==> config.mk <==
export PLATFORM = sky130hd
export DESIGN_NAME = stable_priority_queue
export DESIGN_NICKNAME = d
export VERILOG_FILES = /design/src/rtl/spq_pkg.sv /design/src/rtl/spq_front.sv /design/src/rtl/spq_back.sv /design/src/rtl/stable_priority_queue.sv
export SDC_FILE = /design/constraint.sdc
export NUM_CORES = 2
export LEC_CHECK = 0
export BUFFER_PORTS_ARGS = -buffer_cell sky130_fd_sc_hd__buf_2
export CORE_ASPECT_RATIO = 1.1
export CORE_MARGIN = 3
export CORE_UTILIZATION = 56
export CTS_CLUSTER_DIAMETER = 30
export DETAILED_ROUTE_END_ITERATION = 7
export GPL_TIMING_DRIVEN = 0
export PLACE_DENSITY_LB_ADDON = 0.12
export SKIP_CTS_REPAIR_TIMING = 1
export SYNTH_ARGS = -nofsm -noshare
export SYNTH_HDL_FRONTEND = slang
export SYNTH_SLANG_ARGS = --single-unit
export TNS_END_PERCENT = 20
==> constraint.sdc <==
create_clock -name clock -period 8.16 [get_ports clock]
set_input_delay 1.224 -clock clock [delete_from_list [all_inputs] [get_ports clock]]
set_output_delay 1.224 -clock clock [all_outputs]
set_load 0.01 [all_outputs]
==> src/rtl/spq_pkg.sv <==
// ----------------------------------------------------------------------------
// spq_pkg
// Shared types and constants of the stable priority queue: payload structs,
// status and operation codes, and the sizes of the cell array.
// ----------------------------------------------------------------------------
package spq_pkg;

   // number of entries the cell array holds
   localparam int CAPACITY = 16;
   // bits of the held counter, wide enough to hold CAPACITY itself
   localparam int CNT_W = $clog2(CAPACITY + 1);

   // command queue between front and back
   localparam int QDEPTH = 2;
   localparam int QPTR_W = $clog2(QDEPTH);
   localparam int QCNT_W = $clog2(QDEPTH + 1);

   // request kinds as they arrive on the port
   localparam logic REQ_INSERT = 1'b0;
   localparam logic REQ_REMOVE = 1'b1;

   typedef enum logic [2:0] {
      ST_OK    = 3'd0,
      ST_NULL  = 3'd1,
      ST_DUP   = 3'd2,
      ST_FULL  = 3'd3,
      ST_EMPTY = 3'd4
   } status_type;

   // classified operation handed from front to back
   typedef enum logic [1:0] {
      OP_INSERT,
      OP_REMOVE,
      OP_REJECT_NULL
   } op_type;

   typedef struct packed {
      logic               req_type;
      logic [31:0]        item_handle;
      logic [7:0]         entry_type;
      logic signed [15:0] entry_prio;
   } req_item_type;

   typedef struct packed {
      status_type         status;
      logic [31:0]        out_handle;
      logic [7:0]         out_type;
      logic signed [15:0] out_prio;
      logic [4:0]         count;
   } rsp_item_type;

   // one stored entry
   typedef struct packed {
      logic [31:0]        handle;
      logic [7:0]         tag;
      logic signed [15:0] prio;
   } slot_type;

   typedef struct packed {
      op_type   op;
      slot_type slot;
   } cmd_type;

endpackage

==> src/rtl/spq_front.sv <==
// ----------------------------------------------------------------------------
// spq_front
// Request front end: accepts requests, classifies them into insert, remove
// or null-handle reject, and holds them in a short command queue.
// ----------------------------------------------------------------------------
module spq_front (
   input  logic                  clock,
   input  logic                  reset,
   input  logic                  req_valid,
   output logic                  req_ready,
   input  spq_pkg::req_item_type req_item,
   output logic                  cmd_valid,
   input  logic                  cmd_ready,
   output spq_pkg::cmd_type      cmd
);

   spq_pkg::cmd_type            queue_ff [spq_pkg::QDEPTH];
   logic [spq_pkg::QPTR_W-1:0]  wr_ptr_ff, wr_ptr_in;
   logic [spq_pkg::QPTR_W-1:0]  rd_ptr_ff, rd_ptr_in;
   logic [spq_pkg::QCNT_W-1:0]  fill_ff, fill_in;
   spq_pkg::cmd_type            cmd_new;
   logic                        push;
   logic                        pop;

   // classify the incoming request
   always_comb begin
      cmd_new.slot.handle = req_item.item_handle;
      cmd_new.slot.tag    = req_item.entry_type;
      cmd_new.slot.prio   = req_item.entry_prio;
      if (req_item.req_type == spq_pkg::REQ_REMOVE) begin
         cmd_new.op = spq_pkg::OP_REMOVE;
      end else if (req_item.item_handle == 32'd0) begin
         cmd_new.op = spq_pkg::OP_REJECT_NULL;
      end else begin
         cmd_new.op = spq_pkg::OP_INSERT;
      end
   end

   // queue control
   always_comb begin
      req_ready = (fill_ff != spq_pkg::QCNT_W'(spq_pkg::QDEPTH));
      cmd_valid = (fill_ff != '0);
      cmd       = queue_ff[rd_ptr_ff];
      push      = req_valid && req_ready;
      pop       = cmd_valid && cmd_ready;
      wr_ptr_in = push ? wr_ptr_ff + 1'b1 : wr_ptr_ff;
      rd_ptr_in = pop ? rd_ptr_ff + 1'b1 : rd_ptr_ff;
      fill_in   = fill_ff + spq_pkg::QCNT_W'(push) - spq_pkg::QCNT_W'(pop);
   end

   always_ff @(posedge clock) begin
      if (reset) begin
         wr_ptr_ff <= '0;
         rd_ptr_ff <= '0;
         fill_ff   <= '0;
      end else begin
         wr_ptr_ff <= wr_ptr_in;
         rd_ptr_ff <= rd_ptr_in;
         fill_ff   <= fill_in;
      end
   end

   // queue storage
   always_ff @(posedge clock) begin
      if (push) begin
         queue_ff[wr_ptr_ff] <= cmd_new;
      end
   end

endmodule

==> src/rtl/spq_back.sv <==
// ----------------------------------------------------------------------------
// spq_back
// Execution back end: a row of sorted cells that each compare against the
// broadcast command and shift in parallel, plus the result register.
// ----------------------------------------------------------------------------
module spq_back (
   input  logic                  clock,
   input  logic                  reset,
   input  logic                  cmd_valid,
   output logic                  cmd_ready,
   input  spq_pkg::cmd_type      cmd,
   output logic                  rsp_valid,
   input  logic                  rsp_ready,
   output spq_pkg::rsp_item_type rsp_item
);

   spq_pkg::slot_type           slot_ff [spq_pkg::CAPACITY];
   spq_pkg::slot_type           slot_ins [spq_pkg::CAPACITY];
   spq_pkg::slot_type           slot_rem [spq_pkg::CAPACITY];
   logic [spq_pkg::CNT_W-1:0]   held_ff, held_in;
   logic                        rsp_valid_ff, rsp_valid_in;
   spq_pkg::rsp_item_type       rsp_ff, rsp_in;
   logic [spq_pkg::CAPACITY-1:0] cell_valid;
   logic [spq_pkg::CAPACITY-1:0] cell_dup;
   logic [spq_pkg::CAPACITY-1:0] cell_le;
   logic                        take;
   logic                        do_insert;
   logic                        do_remove;
   logic                        is_dup;
   logic                        is_full;

   // per-cell compare and next value for insert and remove
   for (genvar g = 0; g < spq_pkg::CAPACITY; g++) begin : g_cell
      assign cell_valid[g] = (held_ff > spq_pkg::CNT_W'(g));
      assign cell_dup[g]   = cell_valid[g] && (slot_ff[g] == cmd.slot);
      assign cell_le[g]    = cell_valid[g] && (slot_ff[g].prio <= cmd.slot.prio);

      if (g == 0) begin : g_head
         assign slot_ins[g] = cell_le[g] ? slot_ff[g] : cmd.slot;
      end else begin : g_body
         assign slot_ins[g] = cell_le[g]     ? slot_ff[g] :
                              cell_le[g - 1] ? cmd.slot   : slot_ff[g - 1];
      end

      if (g == spq_pkg::CAPACITY - 1) begin : g_tail
         assign slot_rem[g] = slot_ff[g];
      end else begin : g_mid
         assign slot_rem[g] = slot_ff[g + 1];
      end
   end

   // command decode and result
   always_comb begin
      take         = cmd_valid && (!rsp_valid_ff || rsp_ready);
      cmd_ready    = !rsp_valid_ff || rsp_ready;
      is_dup       = |cell_dup;
      is_full      = (held_ff == spq_pkg::CNT_W'(spq_pkg::CAPACITY));
      do_insert    = 1'b0;
      do_remove    = 1'b0;
      held_in      = held_ff;
      rsp_in       = '0;

      case (cmd.op)
         spq_pkg::OP_REJECT_NULL: begin
            rsp_in.status = spq_pkg::ST_NULL;
         end
         spq_pkg::OP_INSERT: begin
            if (is_dup) begin
               rsp_in.status = spq_pkg::ST_DUP;
            end else if (is_full) begin
               rsp_in.status = spq_pkg::ST_FULL;
            end else begin
               rsp_in.status = spq_pkg::ST_OK;
               do_insert     = take;
               held_in       = held_ff + spq_pkg::CNT_W'(1);
            end
         end
         spq_pkg::OP_REMOVE: begin
            if (held_ff == '0) begin
               rsp_in.status = spq_pkg::ST_EMPTY;
            end else begin
               rsp_in.status     = spq_pkg::ST_OK;
               rsp_in.out_handle = slot_ff[0].handle;
               rsp_in.out_type   = slot_ff[0].tag;
               rsp_in.out_prio   = slot_ff[0].prio;
               do_remove         = take;
               held_in           = held_ff - spq_pkg::CNT_W'(1);
            end
         end
         default: begin
            rsp_in.status = spq_pkg::ST_NULL;
         end
      endcase
      rsp_in.count = 5'(held_in);

      // result register: load on transfer in, drop on transfer out
      if (take) begin
         rsp_valid_in = 1'b1;
      end else if (rsp_ready) begin
         rsp_valid_in = 1'b0;
      end else begin
         rsp_valid_in = rsp_valid_ff;
      end
   end

   always_ff @(posedge clock) begin
      if (reset) begin
         held_ff      <= '0;
         rsp_valid_ff <= 1'b0;
      end else begin
         if (take) begin
            held_ff <= held_in;
         end
         rsp_valid_ff <= rsp_valid_in;
      end
   end

   // cell array and result payload
   always_ff @(posedge clock) begin
      if (do_insert) begin
         slot_ff <= slot_ins;
      end else if (do_remove) begin
         slot_ff <= slot_rem;
      end
      if (take) begin
         rsp_ff <= rsp_in;
      end
   end

   assign rsp_valid = rsp_valid_ff;
   assign rsp_item  = rsp_ff;

endmodule

==> src/rtl/stable_priority_queue.sv <==
// ----------------------------------------------------------------------------
// stable_priority_queue
// Bounded priority queue of (handle, type, priority) entries with stable
// ordering among equal priorities.
// ----------------------------------------------------------------------------
// Each request gives exactly one result. Inserts are placed after every held
// entry of lower or equal priority value, so equal priorities leave in arrival
// order; an insert is rejected for a zero handle, an identical held entry or a
// full queue, in that order. A remove returns the head entry or an empty
// status. One request is executed per cycle while results are taken: the cell
// array compares every entry against the broadcast request and shifts in
// parallel, so the sustained rate is one request per cycle. A request transfer
// writes the command queue; the request then moves through the cell array into
// the result register once that register is free. The entry store needs no
// clearing after reset; only counts, queue pointers and result valid are reset.
module stable_priority_queue (
   input  logic                  clock,
   input  logic                  reset,
   input  logic                  req_valid,
   output logic                  req_ready,
   input  spq_pkg::req_item_type req_item,
   output logic                  rsp_valid,
   input  logic                  rsp_ready,
   output spq_pkg::rsp_item_type rsp_item
);

   logic             cmd_valid;
   logic             cmd_ready;
   spq_pkg::cmd_type cmd;

   // request front end and command queue
   spq_front u_front (
      .clock     (clock),
      .reset     (reset),
      .req_valid (req_valid),
      .req_ready (req_ready),
      .req_item  (req_item),
      .cmd_valid (cmd_valid),
      .cmd_ready (cmd_ready),
      .cmd       (cmd)
   );

   // cell array and result register
   spq_back u_back (
      .clock     (clock),
      .reset     (reset),
      .cmd_valid (cmd_valid),
      .cmd_ready (cmd_ready),
      .cmd       (cmd),
      .rsp_valid (rsp_valid),
      .rsp_ready (rsp_ready),
      .rsp_item  (rsp_item)
   );

   // no result right after reset
   a_reset_idle: assert property (@(posedge clock) reset |=> !rsp_valid)
      else $error("result valid after reset");

   // empty remove carries no entry and a zero count
   a_empty_clean: assert property (@(posedge clock) disable iff (reset)
      (rsp_valid && rsp_item.status == spq_pkg::ST_EMPTY)
         |-> (rsp_item.count == 5'd0 && rsp_item.out_handle == 32'd0))
      else $error("empty result with entry or count");

   // rejected inserts carry no entry
   a_reject_clean: assert property (@(posedge clock) disable iff (reset)
      (rsp_valid && (rsp_item.status == spq_pkg::ST_NULL ||
                     rsp_item.status == spq_pkg::ST_DUP ||
                     rsp_item.status == spq_pkg::ST_FULL))
         |-> (rsp_item.out_handle == 32'd0 && rsp_item.out_prio == 16'sd0))
      else $error("rejected insert with entry fields");

   // command queue holds its head while the back end stalls
   a_cmd_hold: assert property (@(posedge clock) disable iff (reset)
      (cmd_valid && !cmd_ready) |=> (cmd_valid && $stable(cmd)))
      else $error("command changed while stalled");

endmodule
==> out/results.txt <==
vias in the first global route -> 53646
type of the worst setup path -> reg -> reg
Sw Ratio -> 0.4282
Internal -> 23.01 mW
Worst Reg-to-Reg Cells -> 21
pin count of the biggest net entering global routing -> 64
status -> finished with violations
Std-Cell Rows -> 131
P_sw -> 17.23 mW
crit start category -> flip-flop
Power Density -> 511.5 nW/µm²
first-pass GRT wire length -> 362100 µm
gr usage total -> 0.4102
Inserted Clock Buffers -> 283
Final min period -> 7.893 ns
Finished Layout Cells -> 8204
CP Capture Type -> flip-flop
I/O pin count -> 127
synth warn -> 0
Syn Nets -> 6364
fin util -> 0.6740
register area -> 32530 µm²
CTS Root Cell -> clkbuf_16
Die W -> 333.9 µm
arrival time at the worst endpoint -> 8.50 ns
Setup WS post-layout -> 0.2674 ns
Worst Hold Depth -> 2
largest cells by area after synthesis -> edfxtp_1, mux2i_1, xnor2_1, o21ai_0, nand2_1
Post-Place Cell Area -> 69470 µm²
final hold vios -> 0
Clock Latency Late Sink -> 0.91 ns
CP Max Fanout -> 35
Avg Cell Area, Syn -> 10.97 µm²
fraction of registers with async set/reset -> 0
RSZ-0062 raised after global routing -> false
Leak -> 28.74 nW
total die area -> 122400 µm²
most instantiated cells after synthesis -> edfxtp_1, nand2_1, mux2i_1
antenna violations before repair -> 11
pre-CTS setup slack -> -1.570 ns
Final period util -> 0.9672
Detailed Route WL -> 257400 µm
fill count -> 9253
Seq/Total Area, Yosys -> 0.4912
clock sinks -> 1087
failing checks -> capacitance limit
cells after synthesis -> 6038
GPL Wtd Cong -> 1.125
Netlist Area Pre-Place -> 66230 µm²
worst slew pin tran -> 1.479 ns
Distinct cells, synth -> 60
Slew Viols, Final -> 0
CTS H-tree lvls -> 5
Reg clk slew, reported paths -> 0.05 ns
design area -> 78660 µm²
Synth area leader -> edfxtp_1
initial drt markers -> 6665
Inst Count DP -> 7716
CTS tree -> built
Clock Skew -> 0.06382 ns
share of cells above drive strength 1 -> 0.1354
Overflow after GRT -> 0
Reg power frac -> 0.284
total negative slack -> 0 ns
clock power share -> 0.270
Die Y -> 366.7 µm
area delta synth->final -> 18.76%
Hold Path Class -> reg -> reg
Detailed Routing Iterations Pass 1 -> 7
via count -> 53738
total core area -> 116700 µm²
Yosys top cell area share -> 0.4878
Comb pwr share -> 0.446
Via density -> 6.550
ys flop type -> edfxtp_1
Port Buf Inserts -> 126
number of flops mapped to enable cells by yosys -> 1076
Initial Util -> 0.5675
HPWL Detailed -> 203400 µm
layout net count -> 6797
fmax -> 126.7 MHz
FF+latch count, synth -> 1087
Max-Cap Viols -> 1
setup violators final -> 0
worst vdd ir -> 250.6 µV
ANT nets after route -> 0
most numerous cell in the Yosys netlist -> edfxtp_1
required time worst endpoint -> 8.76 ns
DRC viols -> 0
clock buffer depth -> 4
WL per Instance -> 31.37 µm
multi-input logic area -> 31680 µm²
relative slew slack -> 0.005086
==> metrics by stage <==
stage / power [mW] / hold slack, ns
3_3_place_gp: 28.27 / 0.4820
5_1_grt: 41.59 / 0.5145
2_1_floorplan: 21.95 / 0.4813
4_1_cts: 39.48 / 0.5003
6_report: 40.23 / 0.5021
3_5_place_dp: 28.53 / 0.4903
==> final timing paths <==
check / from / end / slack (ns)
hold reg to reg: u_back.rsp_valid / u_back.rsp_valid / 0.50
setup / recovery: flip-flop / u_back.slot_ff[34] / 0.27
hold / removal: u_back.rsp_valid / u_back.rsp_valid / 0.50
setup reg to reg: flip-flop / u_back.slot_ff[34] / 0.27
==> registers in the layout, indices dropped and copies added (netlist names), named ones only <==
register	cells
u_back.slot_ff	896
u_front.queue_ff	116
u_back.rsp_item	64
u_back.held_ff	5
u_front.fill_ff	2
u_back.rsp_valid	1
u_front.rd_ptr_ff	1
u_front.wr_ptr_ff	1
==> worst max-delay path: stages, from the launching register on <==
cell      delay, ns
dfxtp_1        0.30
buf_4          0.43
clkbuf_2       0.47
mux2_2         0.54
clkbuf_2       0.55
ha_1           0.51
nand4_1        0.09
or4_1          0.57
nor3_2         0.49
nand4_1        0.28
nor4_2         0.61
nor4_2         0.10
nand4_2        0.30
or4_1          0.16
buf_2          0.24
buf_6          0.28
buf_6          0.23
buf_6          0.30
buf_6          0.32
nor2_1         0.08
o41a_2         0.36
buf_12         0.29
==> cell usage in the layout (no fill, tap or decap), types with 218 or more instances in the layout <==
master,instances
clkbuf_16,289
clkbuf_1,289
o21ai_0,726
mux2i_1,743
ha_1,265
buf_2,218
o21ai_1,218
xnor2_1,643
nand2_1,933
edfxtp_1,1076
==> area by class of cell <==
cell class | count | area share
buffer | 428 | 0.02628
clock buffer | 332 | 0.09450
inverter | 59 | 0.003038
antenna | 4 | 0.0001273
sequential | 1087 | 0.4136
timing repair buffer | 149 | 0.01444
multi-input combinational | 4463 | 0.4027
tap | 1529 | 0.02432
clock inverter | 153 | 0.02101
==> per-layer routing <==
layer	wire, µm	share of wire	up-vias	track usage
li1	-	-	23032	-
met1	96470	0.37	26742	0.5151
met2	116500	0.45	3229	0.6336
met3	27280	0.11	719	0.1164
met4	16950	0.066	16	0.2403
met5	157	0.00061	-	0
==> logic make-up after synthesis <==
family                     Yosys count  share of synthesized area
buffers and inverters              489                    0.03461
muxes                              832                     0.1323
DFF                               1087                     0.4912
adders and majority gates          265                    0.05006
AOI/OAI and AO/OA                 1224                     0.1049
xor gates and xnor gates           646                    0.08543
and+or+nand+nor                   1495                     0.1016
==> power groups by stage <==
stage | combinational, mW | clock, mW | sequential [mW]
2_1_floorplan | 10.9 | 0 | 11.1
3_3_place_gp | 16.3 | 0 | 12.0
3_5_place_dp | 17.1 | 0 | 11.4
4_1_cts | 17.3 | 10.9 | 11.4
5_1_grt | 18.9 | 11.2 | 11.6
6_report | 17.9 | 10.9 | 11.4
No activity file was read; power rests on OpenSTA's default activity.
